--- src/rtl/pbba_pkg.sv ---
`default_nettype none
// ----------------------------------------------------------------------------
// pbba_pkg: shared types and constants of the paged bitmap block allocator
// Pool geometry, field widths, status codes, the command word passed from
// the front end to the back end, and the state types of both controllers.
// ----------------------------------------------------------------------------
package pbba_pkg;

  // Pool geometry
  localparam int SLOTS_PER_PAGE = 256;
  localparam int MAX_BLOCKS     = 4096;
  localparam int WORD_BITS      = 32;
  localparam int BITMAP_WORDS   = MAX_BLOCKS / WORD_BITS;
  localparam int WORDS_PER_PAGE = SLOTS_PER_PAGE / WORD_BITS;
  localparam int MAX_PAGES      = MAX_BLOCKS / SLOTS_PER_PAGE;

  // Field and register widths
  localparam int COUNT_W    = 13;
  localparam int SIZE_W     = 16;
  localparam int OFFSET_W   = 28;
  localparam int PAGE_W     = 4;
  localparam int STATUS_W   = 2;
  localparam int SLOT_W     = $clog2(MAX_BLOCKS);
  localparam int CFG_IDX_W  = 1;
  localparam int CFG_DATA_W = 16;

  // Derived widths
  localparam int PAGES_W    = $clog2(MAX_PAGES + 1);
  localparam int PGIDX_W    = $clog2(MAX_PAGES);
  localparam int PAGE_SHIFT = $clog2(SLOTS_PER_PAGE);
  localparam int WADDR_W    = $clog2(BITMAP_WORDS);
  localparam int WLEFT_W    = $clog2(BITMAP_WORDS + 1);
  localparam int BIT_W      = $clog2(WORD_BITS);
  localparam int WIP_W      = $clog2(WORDS_PER_PAGE);
  localparam int DCNT_W     = $clog2(OFFSET_W + 1);

  // Command queue
  localparam int QUEUE_DEPTH = 2;
  localparam int QPTR_W      = $clog2(QUEUE_DEPTH);
  localparam int QCNT_W      = $clog2(QUEUE_DEPTH + 1);

  typedef logic [STATUS_W-1:0] status_t;

  localparam status_t ST_OK    = 2'd0;
  localparam status_t ST_FULL  = 2'd1;
  localparam status_t ST_RANGE = 2'd2;

  localparam logic ACT_ALLOC = 1'b0;
  localparam logic ACT_FREE  = 1'b1;

  localparam logic [CFG_IDX_W-1:0] REG_BLOCK_COUNT = 1'd0;
  localparam logic [CFG_IDX_W-1:0] REG_BLOCK_SIZE  = 1'd1;

  localparam logic [COUNT_W-1:0] BLOCK_COUNT_RST = 13'd4096;
  localparam logic [SIZE_W-1:0]  BLOCK_SIZE_RST  = 16'd64;

  typedef struct packed {
    logic                is_free;
    logic                no_pages;
    logic [PGIDX_W-1:0]  start_pg;
    logic [PAGES_W-1:0]  pages;
    logic [OFFSET_W-1:0] offset;
  } cmd_t;

  typedef enum logic [0:0] {
    F_IDLE,
    F_WORK
  } front_state_t;

  typedef enum logic [2:0] {
    B_IDLE,
    B_SCAN,
    B_DIV,
    B_FREE_WR,
    B_MUL,
    B_DONE
  } back_state_t;

  // Block count clipped to the pool size
  function automatic logic [COUNT_W-1:0] live_count(input logic [COUNT_W-1:0] bc);
    logic [COUNT_W-1:0] lim;
    lim = COUNT_W'(MAX_BLOCKS);
    return (bc > lim) ? lim : bc;
  endfunction

  // Pages touched by a live count, rounded up
  function automatic logic [PAGES_W-1:0] page_count(input logic [COUNT_W-1:0] live);
    logic [COUNT_W:0] sum;
    sum = {1'b0, live} + (COUNT_W+1)'(SLOTS_PER_PAGE - 1);
    return PAGES_W'(sum >> PAGE_SHIFT);
  endfunction

endpackage
`default_nettype wire

--- src/rtl/pbba_queue.sv ---
`default_nettype none
// ----------------------------------------------------------------------------
// pbba_queue: command queue between front end and back end
// Small first-in first-out buffer of classified commands.
// ----------------------------------------------------------------------------
module pbba_queue (
  input  logic           clk,
  input  logic           rst,
  input  pbba_pkg::cmd_t push_data,
  input  logic           push_valid,
  output logic           push_ready,
  output pbba_pkg::cmd_t pop_data,
  output logic           pop_valid,
  input  logic           pop_ready
);
  import pbba_pkg::*;

  cmd_t              q_mem [QUEUE_DEPTH];
  logic [QPTR_W-1:0] wr_ptr;
  logic [QPTR_W-1:0] rd_ptr;
  logic [QCNT_W-1:0] count;
  logic              do_push;
  logic              do_pop;

  assign push_ready = (count != QCNT_W'(QUEUE_DEPTH));
  assign pop_valid  = (count != '0);
  assign pop_data   = q_mem[rd_ptr];
  assign do_push    = push_valid && push_ready;
  assign do_pop     = pop_valid && pop_ready;

  always_ff @(posedge clk) begin
    if (rst) begin
      wr_ptr <= '0;
      rd_ptr <= '0;
      count  <= '0;
    end else begin
      if (do_push) begin
        wr_ptr <= (wr_ptr == QPTR_W'(QUEUE_DEPTH - 1)) ? '0 : wr_ptr + 1'b1;
      end
      if (do_pop) begin
        rd_ptr <= (rd_ptr == QPTR_W'(QUEUE_DEPTH - 1)) ? '0 : rd_ptr + 1'b1;
      end
      if (do_push && !do_pop) begin
        count <= count + 1'b1;
      end else if (do_pop && !do_push) begin
        count <= count - 1'b1;
      end
    end
  end

  always_ff @(posedge clk) begin
    if (do_push) begin
      q_mem[wr_ptr] <= push_data;
    end
  end

endmodule
`default_nettype wire

--- config.mk ---
export PLATFORM = sky130hd
export DESIGN_NAME = pbba_queue
export DESIGN_NICKNAME = d
export VERILOG_FILES = /design/src/rtl/pbba_pkg.sv /design/src/rtl/pbba_queue.sv
export SDC_FILE = /design/constraint.sdc
export NUM_CORES = 1
export LEC_CHECK = 0
export ABC_AREA = 1
export BUFFER_PORTS_ARGS = -buffer_cell sky130_fd_sc_hd__buf_2
export CAP_MARGIN = 20
export CORE_AREA = 3 3 93 95
export DETAILED_ROUTE_END_ITERATION = 16
export DIE_AREA = 0 0 96 98
export PLACE_DENSITY_LB_ADDON = 0.2
export SYNTH_ARGS = -nofsm -noshare
export SYNTH_HDL_FRONTEND = slang
export SYNTH_SLANG_ARGS = --single-unit
--- constraint.sdc ---
create_clock -name clk -period 3.7 [get_ports clk]
set_clock_uncertainty 0.05 [all_clocks]
set_input_delay 0.185 -clock clk [delete_from_list [all_inputs] [get_ports clk]]
set_output_delay 0.185 -clock clk [all_outputs]
set_load 0.005 [all_outputs]
# Word-level counts from Yosys, hierarchy flattened

Memory sizes are Yosys's and may differ from the RTL's. A register that Yosys moved wholly into a read port is not among the register bits.
Cells that the tools add are included.

Memories kept: 1
Memory bits (writable): 78
Word-level logic and storage cells: 25
ROM bits: 0
Output and inout port bits: 41
Bits in latches: 0
Register bits: 4
Input bits: 43

Eq/ne operators: 1
Mux-type cells: 8
Reductions and logical operators: 8
Div/mod/pow operators: 0
Order comparisons: 0
Add/sub/neg operators: 4
Multipliers: 0
Bitwise gates (word level): 0
Shift-type cells: 0

Memory list:

| memory | depth | width | read ports | clocked after Yosys merged registers in | write ports | line             | RTL |
|---|---|---|---|---|---|---|---|
| q_mem  | 2     | 39    | 1          | 1                                       | 1           | pbba_queue.sv:18 | `cmd_t q_mem [QUEUE_DEPTH];` |

Operator list:

| operator                                                           | count |
|---|---|
| 1-bit 2-to-1 mux                                                   | 6 |
| 1-bit logical AND                                                  | 4 |
| 2-bit 2-to-1 mux                                                   | 2 |
| 2-bit nonzero test                                                 | 2 |
| 1-bit adder, second input constant                                 | 2 |
| 2-bit by 1-bit adder with 2-bit output, second input constant      | 1 |
| 1-bit zero test                                                    | 2 |
| 2-bit != test, second input constant                               | 1 |
| 2-bit by 1-bit subtractor with 2-bit output, second input constant | 1 |

# Longest topological paths before layout

Word-level depth: 6
Gate-level depth with buffers: 11
Depth with buffers taken out: 11

# Worst setup path after synthesis

OpenSTA, ideal clock, no wires.

Path type: register to register
From: register count[0]
To: memory q_mem[0][0] (netlist bit) (enable)
Data arrival time: 2207 ps
Data required time: 3215 ps
Cell stages (with the launch flop): 5
Path buffers: 0
Slack: 1008 ps
Cell sequence: dfxtp_1 -> inv_1 -> nand2_1 -> nand2_1 -> nor2_1

Longest elaborated chain between the ends: 4

Ends and longest elaborated chain:

| item                                   | line             | RTL |
|---|---|---|
| start, declared                        | pbba_queue.sv:21 | `logic [QCNT_W-1:0] count;` |
| start signal, assigned                 | pbba_queue.sv:44 | `count <= count + 1'b1;` |
| start signal, assigned                 | pbba_queue.sv:46 | `count <= count - 1'b1;` |
| 2-bit != test                          | pbba_queue.sv:25 | `assign push_ready = (count != QCNT_W'(QUEUE_DEPTH));` |
| net push_ready                         | pbba_queue.sv:11 | `output logic push_ready,` |
| 1-bit logical AND                      | pbba_queue.sv:28 | `assign do_push = push_valid && push_ready;` |
| 1-bit 2-to-1 mux                       | pbba_queue.sv:52 | `if (do_push) begin` |
| 1-bit 2-to-1 mux (not written as such) | pbba_queue.sv:53 | `q_mem[wr_ptr] <= push_data;` |
| end, declared                          | pbba_queue.sv:18 |  |

The timed path passes the listed nets, and every way through them passes these cells.

==> impl_metrics.json <==
{
  "status": "complete, no violations",
  "path_cells": "mux2_2, buf_2",
  "critPathBufInv": 1,
  "gr-total-overflow": 0,
  "cts_setup_buffers": 0,
  "num_vias": 1763,
  "drt_wl_total_mm": 5.69,
  "drtIter0Drc": 57,
  "yosysUniqueCellTypes": 15,
  "cts_tree": "yes",
  "cp.depth": 2,
  "rr_worst_depth": 5,
  "syn_nets": 202,
  "cts.sinks": 83,
  "gp_congestion": 0.632,
  "numCtsBuffers": 9,
  "yosysWarningCount": 0,
  "avgViaCountPerCell": 4.45,
  "setup_tns_ns": 0,
  "hold_violations": 0,
  "slowest_delay_ns": 1.01,
  "antenna_found_initial": 0,
  "cts_root_buf": "clkbuf_8",
  "cp.required_ns": 3.46,
  "slowest_stage": "dfxtp_2",
  "min_path_type": "primary input to flop",
  "yosysSeqAreaShare": 0.788,
  "setup.worst_path.start_class": "flop",
  "peakVddDrop_mv": 0.343,
  "drive_above_1_share": 0.483,
  "clock_path_buffers": 2,
  "cts_max_level": 3,
  "r2r_slack_ns": 1.87,
  "core_region_area_sq_um": 7810,
  "post-route-period-util": 0.589,
  "rsz0062_at_grt": "false",
  "min_period_ns": 2.18,
  "static-leakage-power_nw": 1.64,
  "r2r-start": "count[0]",
  "diodes": 0,
  "grt_pass1_vias": 1806,
  "setup_viol": 0,
  "wl_per_cell_microns": 14.4,
  "dieWidth_microns": 96,
  "num_rows": 32,
  "max_freq_ghz": 0.459,
  "ant_nets": 0,
  "worst-endpoint-arrival_ns": 1.94,
  "avgSynthCellArea_sq_um": 19.6,
  "start_util": 0.397,
  "holdPathStages": 4,
  "clock_latency_ns": 0.34,
  "slew_viol_final": 0,
  "clk_pin_slew_ns": 0.08,
  "grt_max_degree": 40,
  "synthCells": 158,
  "tightest_slew_ns": 1.04,
  "track_usage": 0.127,
  "critPathTopFamily": "flip-flops",
  "final_util": 0.545,
  "fp.dieArea_sq_um": 9410,
  "slew_headroom": 0.308,
  "timing.rr.end": "q_mem[0][9]",
  "maxCapViolations": 0,
  "synth-seq-cells": 83,
  "fill_cells": 648,
  "cp_max_fo": 39,
  "drcViolationCount": 0,
  "io_buffers": 83,
  "syn_to_final_growth_pct": 37.3,
  "power_density_nw_per_um2": 580,
  "crit_path_end": "pop_data[21]",
  "fin_nets": 333,
  "endpoint_kind": "primary output",
  "ios": 84,
  "grt_pass1_wl_mm": 8.82,
  "synthesis.area_sq_um": 3100,
  "die_h_microns": 98,
  "dp_hpwl_mm": 3.64,
  "detail_route.first_pass.iterations": 3,
  "path_class": "flop to primary output"
}
## Yosys cell counts (all sizes together)
cell type,instances,area share
mux2,39,0.15
nand2,9,0.011
inv,8,0.0097
nand3,2,0.0032
buf,4,0.013
edfxtp,78,0.76
ha,1,0.0040
a21oi,2,0.0032
nor2,7,0.0085
dfxtp,5,0.032
nand4,1,0.0020
o21ai,2,0.0032
## cell families (layout without fill, tap and decap cells)
kind of cell	after synthesis	in the layout	synth area share
AND/OR/NAND/NOR	19	19	0.0246
flip-flops	83	83	0.788
buffers and inverters	12	148	0.0230
adder cells (fa/ha/maj)	1	1	0.00404
AO/OA/AOI/OAI	4	4	0.00646
multiplexers	39	39	0.154
## flip-flops by register name, indices dropped and copies added, names as in the netlist, named ones only
| register | count |
|---|---|
| q_mem | 78 |
| rd_ptr | 1 |
| wr_ptr | 1 |
| count | 2 |
## cell usage in the layout (no fill, tap or decap), drive strengths merged
master	n
a21oi	2
buf	85
bufinv	1
clkbuf	10
clkinv	2
clkinvlp	3
dfxtp	5
dlygate4sd3	39
edfxtp	78
ha	1
inv	8
mux2	39
nand2	9
nand3	2
nand4	1
nor2	7
o21ai	2
## worst min path at each step
stage                    to  slack, ns           from
2_1_floorplan   q_mem[0][0]       0.23   push_data[0]
3_3_place_gp   q_mem[0][32]       0.33  push_data[32]
3_5_place_dp    q_mem[1][0]       0.33   push_data[0]
4_1_cts            count[1]       0.07            rst
5_1_grt            count[1]       0.11            rst
6_report           count[1]       0.08            rst
## per-stage QoR
step | instances | setup WS (ns) | instance area, sq um | hold slack (ns) | power [mW]
2_1_floorplan | 158 | 1.01 | 3100 | 0.234 | 1.61
3_3_place_gp | 339 | 1.69 | 3620 | 0.325 | 1.81
3_5_place_dp | 341 | 1.84 | 3670 | 0.326 | 1.85
4_1_cts | 396 | 1.45 | 4260 | 0.0663 | 2.50
5_1_grt | 396 | 1.38 | 4260 | 0.107 | 2.60
6_report | 396 | 1.52 | 4260 | 0.0828 | 2.47
## layout make-up
class,instances,area [sq um],share of cell area
clock buffers,10,128,0.0300
multi-input cells,63,601,0.141
flip-flops and latches,83,2440,0.574
repair buffers,124,861,0.202
well taps,102,128,0.0300
clock inverters,6,66.3,0.0156
inverters,8,30.0,0.00705
## report_power, final
part / switching (mW) / internal, mW
logic: 0.250 / 0.324
clock network: 0.313 / 0.312
registers: 0.0824 / 1.19
## per-layer routing
layer  part of all wire  up-vias  global-route usage
li1                   -      857                   -
met1               0.42      843               0.152
met2               0.51       55               0.208
met3              0.061        8              0.0393
met4              0.014        0              0.0580
met5                  0        -                   0
## worst register-to-register path: cells and delay by family (launching register included)
family                 cells  cell delay, ns
buffers and inverters      2            0.34
AND/OR/NAND/NOR            3            0.81
flip-flops                 1            0.34
## repair_timing
action,in CTS,in global routing
resized for setup,0,0
endpoints found under the setup margin,0,0
endpoints found under the hold margin,78,0
hold buffers,39,0
(Power assumes the default switching activity.)
