[src/rtl/pbba_pkg.sv]
`default_nettype none
// ----------------------------------------------------------------------------
// pbba_pkg: shared types and constants of the paged bitmap block allocator
// Pool geometry, field widths, status codes, the command word passed from
// the front end to the back end, and the state types of both controllers.
// ----------------------------------------------------------------------------
package pbba_pkg;

  // Pool geometry
  localparam int SLOTS_PER_PAGE = 256;
  localparam int MAX_BLOCKS     = 4096;
  localparam int WORD_BITS      = 32;
  localparam int BITMAP_WORDS   = MAX_BLOCKS / WORD_BITS;
  localparam int WORDS_PER_PAGE = SLOTS_PER_PAGE / WORD_BITS;
  localparam int MAX_PAGES      = MAX_BLOCKS / SLOTS_PER_PAGE;

  // Field and register widths
  localparam int COUNT_W    = 13;
  localparam int SIZE_W     = 16;
  localparam int OFFSET_W   = 28;
  localparam int PAGE_W     = 4;
  localparam int STATUS_W   = 2;
  localparam int SLOT_W     = $clog2(MAX_BLOCKS);
  localparam int CFG_IDX_W  = 1;
  localparam int CFG_DATA_W = 16;

  // Derived widths
  localparam int PAGES_W    = $clog2(MAX_PAGES + 1);
  localparam int PGIDX_W    = $clog2(MAX_PAGES);
  localparam int PAGE_SHIFT = $clog2(SLOTS_PER_PAGE);
  localparam int WADDR_W    = $clog2(BITMAP_WORDS);
  localparam int WLEFT_W    = $clog2(BITMAP_WORDS + 1);
  localparam int BIT_W      = $clog2(WORD_BITS);
  localparam int WIP_W      = $clog2(WORDS_PER_PAGE);
  localparam int DCNT_W     = $clog2(OFFSET_W + 1);

  // Command queue
  localparam int QUEUE_DEPTH = 2;
  localparam int QPTR_W      = $clog2(QUEUE_DEPTH);
  localparam int QCNT_W      = $clog2(QUEUE_DEPTH + 1);

  typedef logic [STATUS_W-1:0] status_t;

  localparam status_t ST_OK    = 2'd0;
  localparam status_t ST_FULL  = 2'd1;
  localparam status_t ST_RANGE = 2'd2;

  localparam logic ACT_ALLOC = 1'b0;
  localparam logic ACT_FREE  = 1'b1;

  localparam logic [CFG_IDX_W-1:0] REG_BLOCK_COUNT = 1'd0;
  localparam logic [CFG_IDX_W-1:0] REG_BLOCK_SIZE  = 1'd1;

  localparam logic [COUNT_W-1:0] BLOCK_COUNT_RST = 13'd4096;
  localparam logic [SIZE_W-1:0]  BLOCK_SIZE_RST  = 16'd64;

  typedef struct packed {
    logic                is_free;
    logic                no_pages;
    logic [PGIDX_W-1:0]  start_pg;
    logic [PAGES_W-1:0]  pages;
    logic [OFFSET_W-1:0] offset;
  } cmd_t;

  typedef enum logic [0:0] {
    F_IDLE,
    F_WORK
  } front_state_t;

  typedef enum logic [2:0] {
    B_IDLE,
    B_SCAN,
    B_DIV,
    B_FREE_WR,
    B_MUL,
    B_DONE
  } back_state_t;

  // Block count clipped to the pool size
  function automatic logic [COUNT_W-1:0] live_count(input logic [COUNT_W-1:0] bc);
    logic [COUNT_W-1:0] lim;
    lim = COUNT_W'(MAX_BLOCKS);
    return (bc > lim) ? lim : bc;
  endfunction

  // Pages touched by a live count, rounded up
  function automatic logic [PAGES_W-1:0] page_count(input logic [COUNT_W-1:0] live);
    logic [COUNT_W:0] sum;
    sum = {1'b0, live} + (COUNT_W+1)'(SLOTS_PER_PAGE - 1);
    return PAGES_W'(sum >> PAGE_SHIFT);
  endfunction

endpackage
`default_nettype wire

[src/rtl/pbba_if.sv]
`default_nettype none
// ----------------------------------------------------------------------------
// pbba_if: request and response channels of the block allocator
// Valid/ready channels; a word moves at a clock edge with valid and ready high.
// ----------------------------------------------------------------------------
interface pbba_req_if;
  logic                          valid;
  logic                          ready;
  logic                          action;
  logic [pbba_pkg::PAGE_W-1:0]   start_page;
  logic [pbba_pkg::OFFSET_W-1:0] free_offset;

  modport source (output valid, action, start_page, free_offset, input ready);
  modport sink   (input valid, action, start_page, free_offset, output ready);
endinterface

`default_nettype wire

[src/rtl/pbba_front.sv]
`default_nettype none
// ----------------------------------------------------------------------------
// pbba_front: request intake and classification
// Latch a request word, count the pages, reduce the start page by repeated
// subtraction of the page count, and hand a command to the queue.
// ----------------------------------------------------------------------------
module pbba_front (
  input  logic                         clk,
  input  logic                         rst,
  input  logic [pbba_pkg::COUNT_W-1:0] block_count,
  pbba_req_if.sink                     req,
  output pbba_pkg::cmd_t               cmd,
  output logic                         cmd_valid,
  input  logic                         cmd_ready
);
  import pbba_pkg::*;

  front_state_t state, state_next;
  cmd_t         cmd_q;
  logic         reduced;

  assign reduced = cmd_q.is_free || cmd_q.no_pages ||
                   ({1'b0, cmd_q.start_pg} < cmd_q.pages);
  assign cmd = cmd_q;

  always_ff @(posedge clk) begin
    if (rst) begin
      state <= F_IDLE;
    end else begin
      state <= state_next;
    end
  end

  always_comb begin
    state_next = state;
    req.ready  = 1'b0;
    cmd_valid  = 1'b0;
    case (state)
      F_IDLE: begin
        req.ready = 1'b1;
        if (req.valid) begin
          state_next = F_WORK;
        end
      end
      F_WORK: begin
        cmd_valid = reduced;
        if (reduced && cmd_ready) begin
          state_next = F_IDLE;
        end
      end
      default: begin
        state_next = F_IDLE;
      end
    endcase
  end

  // Payload: load on accept, subtract the page count until below it
  always_ff @(posedge clk) begin
    if (state == F_IDLE && req.valid) begin
      cmd_q.is_free  <= (req.action == ACT_FREE);
      cmd_q.pages    <= page_count(live_count(block_count));
      cmd_q.no_pages <= (page_count(live_count(block_count)) == '0);
      cmd_q.start_pg <= PGIDX_W'(req.start_page);
      cmd_q.offset   <= req.free_offset;
    end else if (state == F_WORK && !reduced) begin
      cmd_q.start_pg <= PGIDX_W'({1'b0, cmd_q.start_pg} - cmd_q.pages);
    end
  end

endmodule
`default_nettype wire

[src/flat_wrapper.sv]
// flat-port wrapper written by rule: the top's interface ports become plain ports
module pbba_front_flat import pbba_pkg::*;
  (clk, rst, block_count, cmd, cmd_valid, cmd_ready, req_valid, req_action, req_start_page, req_free_offset, req_ready);
  pbba_req_if req_i ();
  input  logic clk;
  input  logic rst;
  input  logic [pbba_pkg::COUNT_W-1:0] block_count;
  output pbba_pkg::cmd_t cmd;
  output logic cmd_valid;
  input  logic cmd_ready;
  input wire logic [$bits(req_i.valid)-1:0] req_valid;
  input wire logic [$bits(req_i.action)-1:0] req_action;
  input wire logic [$bits(req_i.start_page)-1:0] req_start_page;
  input wire logic [$bits(req_i.free_offset)-1:0] req_free_offset;
  output wire logic [$bits(req_i.ready)-1:0] req_ready;
  assign req_i.valid = req_valid;
  assign req_i.action = req_action;
  assign req_i.start_page = req_start_page;
  assign req_i.free_offset = req_free_offset;
  assign req_ready = req_i.ready;
  pbba_front u_core (.clk(clk), .rst(rst), .block_count(block_count), .req(req_i), .cmd(cmd), .cmd_valid(cmd_valid), .cmd_ready(cmd_ready));
endmodule
[config.mk]
export PLATFORM = sky130hd
export DESIGN_NAME = pbba_front_flat
export DESIGN_NICKNAME = d
export VERILOG_FILES = /design/src/rtl/pbba_pkg.sv /design/src/rtl/pbba_if.sv /design/src/rtl/pbba_front.sv /design/src/flat_wrapper.sv
export SDC_FILE = /design/constraint.sdc
export NUM_CORES = 1
export LEC_CHECK = 0
export BUFFER_PORTS_ARGS = -buffer_cell sky130_fd_sc_hd__buf_2
export CORE_ASPECT_RATIO = 1.1
export CORE_MARGIN = 5
export CORE_UTILIZATION = 39
export DETAILED_ROUTE_END_ITERATION = 16
export PLACE_DENSITY = 0.75
export SYNTH_ARGS = -nofsm -noshare
export SYNTH_HDL_FRONTEND = slang
export SYNTH_SLANG_ARGS = --single-unit
[constraint.sdc]
create_clock -name clk -period 2 [get_ports clk]
set_clock_uncertainty 0.1 [all_clocks]
set_input_delay 0.5 -clock clk [delete_from_list [all_inputs] [get_ports clk]]
set_output_delay 0.5 -clock clk [all_outputs]
set_load 0.1 [all_outputs]
# After elaboration in Yosys (flattened, before gate mapping)
# Cells that the tools add are included.
# totals
regBits	40
inputBits	50
output_inout_bits	41
wordCells	27
# classes
n_addsub	2
n_lt_le_gt_ge	2
mux	8
bitwise	1
reduce_logical	8
# op_table
operator	count
adder 13 x 8 -> 13 bit (second input constant)	1
greater-than comparator 13 bit (second input constant)	1
two-way mux 13 bit	1
two-way mux 4 bit	2
logical NOT 5 bit	1
less-than comparator 4 x 5 -> 1 bit	1
two-way mux 1 bit	4
subtractor 4 bit	1
logical AND 1 bit	3
logical OR 1 bit	2
one-hot mux 1 bit (2 select lines)	1
nonzero test 2 bit	1
logical NOT 1 bit	1
inverter 1 bit	1

# Logic depth before layout (Yosys ltp)
# depth
ltp_word	6
mapped_depth	6
depth_no_buf	6

# Least setup slack after synthesis
# OpenSTA, ideal clock, no wires.
# synth_timing
path_type	register -> output
from	register u_core.cmd_q, in the netlist u_core.cmd[29]
to	output port cmd_valid
arrival_ns	2.689
t_required_ns	1.400
path_slack_ns	-1.289
stages_incl_launch_ff	7
cell_sequence	edfxtp_1 inv_1 ha_1 nor2b_4 o31a_2 o21ai_2 and2_1
# synth_between
elab_chain_cells	3
# synth_lines
element	line_no	rtl
from (decl)	pbba_front.sv:19	cmd_t cmd_q;
less-than comparator 4 x 5 -> 1 bit	pbba_front.sv:23	({1'b0, cmd_q.start_pg} < cmd_q.pages);
logical OR 1 bit	pbba_front.sv:22	assign reduced = cmd_q.is_free || cmd_q.no_pages ||
two-way mux 1 bit	pbba_front.sv:38	case (state)
to (decl)	flat_wrapper.sv:9	output logic cmd_valid;
# Every way passes these cells.

# Final worst setup path
# layout_timing
from	register u_core.cmd_q, in the netlist u_core.cmd[34]
to	output port cmd_valid
# The elaborated chain is that of the path after synthesis.

==> flow_metrics.tcl <==
set metrics [dict create \
    tightestPinTransition_ns 0.5035 \
    wire_per_inst_um 13.86 \
    ys_ff_latch 40 \
    drtIter0Drc 29 \
    fin_ws_ns -0.4758 \
    relSlewSlack 0.6666 \
    rsz0062_at_grt "yes" \
    cts_tree "yes" \
    numCtsBuffers 5 \
    setup.worst_path.start_class "flip-flop" \
    synth.top_cells.by_count "edfxtp_1, nor2_1, inv_1" \
    grt_usage 0.1287 \
    cts.sinks 40 \
    num_rows 24 \
    async_flop_share 0 \
    max-cap-violations 0 \
    max_freq_ghz 0.4039 \
    hold_start "rst" \
    clockRootBuffer "clkbuf_8" \
    grtUsageMet2 0.2182 \
    timing.rr.end "u_core.cmd[34]" \
    reg2reg_depth 6 \
    synth_most_common_cell "edfxtp_1" \
    synthesis.nets 148 \
    p_per_area_mw_per_mm2 1017 \
    finalSetupTns_ns -0.4758 \
    whs_endpoint "u_core.state" \
    use_met3 0.06992 \
    crit_type "reg -> out" \
    postCtsHoldBufs 0 \
    drive_gt1_frac 0.5950 \
    wl_um 3493 \
    crit_path_end_kind "output port" \
    dr.pass1.iters 4 \
    io_buffers 90 \
    dpl.cell_count 243 \
    violations "negative setup slack" \
    die_area_mm2 0.005408 \
    grt_pass1_wl_um 5237 \
    grt.busiest_layer "met2" \
    synth.distinct_cells 27 \
    die_x_um 70.57 \
    hold_path_depth 2 \
    via_count 1154 \
    drtAntennaViolNets 0 \
    ys.flop_type "edfxtp_1" \
    grt_use_met1 0.1314 \
    dp_hpwl_um 2831 \
    fin_crit_sh 1.238 \
    yosys_warnings 0 \
    nNetsFinal 254 \
    h-tree-depth 2 \
    grt_max_degree 19 \
    netlist.area_leader.share 0.7440 \
    placed_area_mm2 0.002182 \
    status "finished with violations" \
    cp.required_ns 1.40 \
    area_delta_synth_final_pct 46.42 \
    ff2ff_setup_slack_ns 0.13 \
    core_area_mm2 0.003934 \
    clk_pin_slew_ns 0.07 \
    final_util 0.5859 \
    clock_latency_ns 0.29 \
    hp-class "in -> reg" \
    antenna_found_initial 0 \
    synth_top_area_cell "edfxtp_1" \
    synth_edf_count 39 \
    power_leakage_nw 1.009 \
    cts_buffer_depth 2 \
    total_power_mw 2.345 \
    gp_congestion 0.7183 \
    syn_area_mm2 0.001574 \
    crit_fanout 2 \
    design_area_mm2 0.002305 \
    n_antenna_cell 0 \
    die_h_um 76.63 \
    ioPinCount 91 \
    slew_violations 0 \
    avgSynthCellArea_um2 16.92 \
    grt-ovfl-total 0 \
    worstPathArrival_ns 1.88 \
    syn_inst 93 \
    start_util 0.4001 \
    final_cells 252 \
    period_minus_slack_ns 2.476 \
    peakVddDrop_v 0.0004970 \
    via_per_inst 4.579 \
    grt_pass1_vias 1155 \
    r2r-start "u_core.cmd[35]" \
    setup_viol_count_final 1 \
    drc 0 \
    hold_viol_final 0 \
    synth_area_leaders "edfxtp_1, ha_1, nor4_4, nor2_1, inv_1" \
    seq_area_frac_synth 0.7568 \
]
[area by class of cell]
cell class,instances,area [µm²]
clock buffers,5,68.82
clock inverters,3,42.54
fillers,316,1629
inverters,7,26.28
multi-input cells,45,370.4
flip-flops and latches,40,1191
well taps,52,65.06
repair buffers,100,540.5
[routing by layer]
metal | wire length (µm) | vias up | share of wire
li1 | - | 555 | -
met1 | 1225 | 531 | 0.35
met5 | 0 | - | 0
met2 | 1729 | 63 | 0.49
met4 | 59 | 0 | 0.017
met3 | 479 | 5 | 0.14
[stage by stage]
| step | hold slack (ns) | setup slack (ns) |
|---|---|---|
| final | 0.2667 | -0.4758 |
| after global routing | 0.2538 | -0.5483 |
| after CTS | 0.2553 | -0.5212 |
| after detailed placement | 0.4173 | -0.2123 |
| after global placement | 0.4093 | -0.1754 |
| after floorplan | 0.3809 | -0.8422 |
[worst max-delay path by stage]
| stage | from | to | cells past startpoint |
|---|---|---|---|
| 2_1_floorplan | u_core.cmd[29] | cmd_valid | 6 |
| 3_3_place_gp | u_core.cmd[34] | cmd_valid | 6 |
| 3_5_place_dp | u_core.cmd[34] | cmd_valid | 6 |
| 4_1_cts | u_core.cmd[34] | cmd_valid | 6 |
| 5_1_grt | u_core.cmd[34] | cmd_valid | 6 |
| 6_report | u_core.cmd[34] | cmd_valid | 6 |
[repair_timing]
| item | in CTS | in global routing |
|---|---|---|
| endpoints found under the setup margin | 5 | 1 |
| buffers inserted | 1 | 0 |
| endpoints found under the hold margin | 0 | 0 |
| resized for setup | 2 | 0 |
| pin swaps | 2 | 1 |
[cell usage in the layout (no fill, tap or decap), drive strengths merged]
cell type / n
a211oi: 1
a21boi: 1
a21o: 2
a21oi: 5
a311oi: 1
and2: 1
buf: 100
bufinv: 1
clkbuf: 5
clkinv: 1
clkinvlp: 1
dfxtp: 1
edfxtp: 39
fa: 1
ha: 4
inv: 7
nand2: 2
nand2b: 1
nand3: 1
nor2: 9
nor2b: 1
nor3: 3
nor4: 2
o21a: 1
o21ai: 3
o31a: 1
or4: 1
xnor2: 3
xor2: 1
[registers in the layout (all words and copies together), names as in the netlist]
name	cells
u_core.cmd	39
u_core.state	1
[logic make-up (layout without fill, tap and decap cells)]
logic type | count (synthesis) | count (layout) | synth area share
AO/OA/AOI/OAI | 15 | 15 | 0.06598
AND/OR/NAND/NOR | 21 | 21 | 0.09062
flip-flops | 40 | 40 | 0.7568
XOR/XNOR | 4 | 4 | 0.02226
buffers and inverters | 8 | 115 | 0.01987
adder cells (fa/ha/maj) | 5 | 5 | 0.04452
[critical path, stage by stage, from the launching register on]
cell and delay, ns:
edfxtp_1 0.40, ha_1 0.29, nor2b_4 0.13, o31a_2 0.30, o21ai_2 0.14, and2_4 0.17
buf_12 0.16
[where the power goes]
| group | internal (mW) | total (mW) | switching [mW] |
|---|---|---|---|
| combinational | 0.156 | 0.696 | 0.539 |
| sequential | 0.993 | 1.01 | 0.0202 |
| clock | 0.369 | 0.636 | 0.267 |
Power figures use the tool's default switching activity.
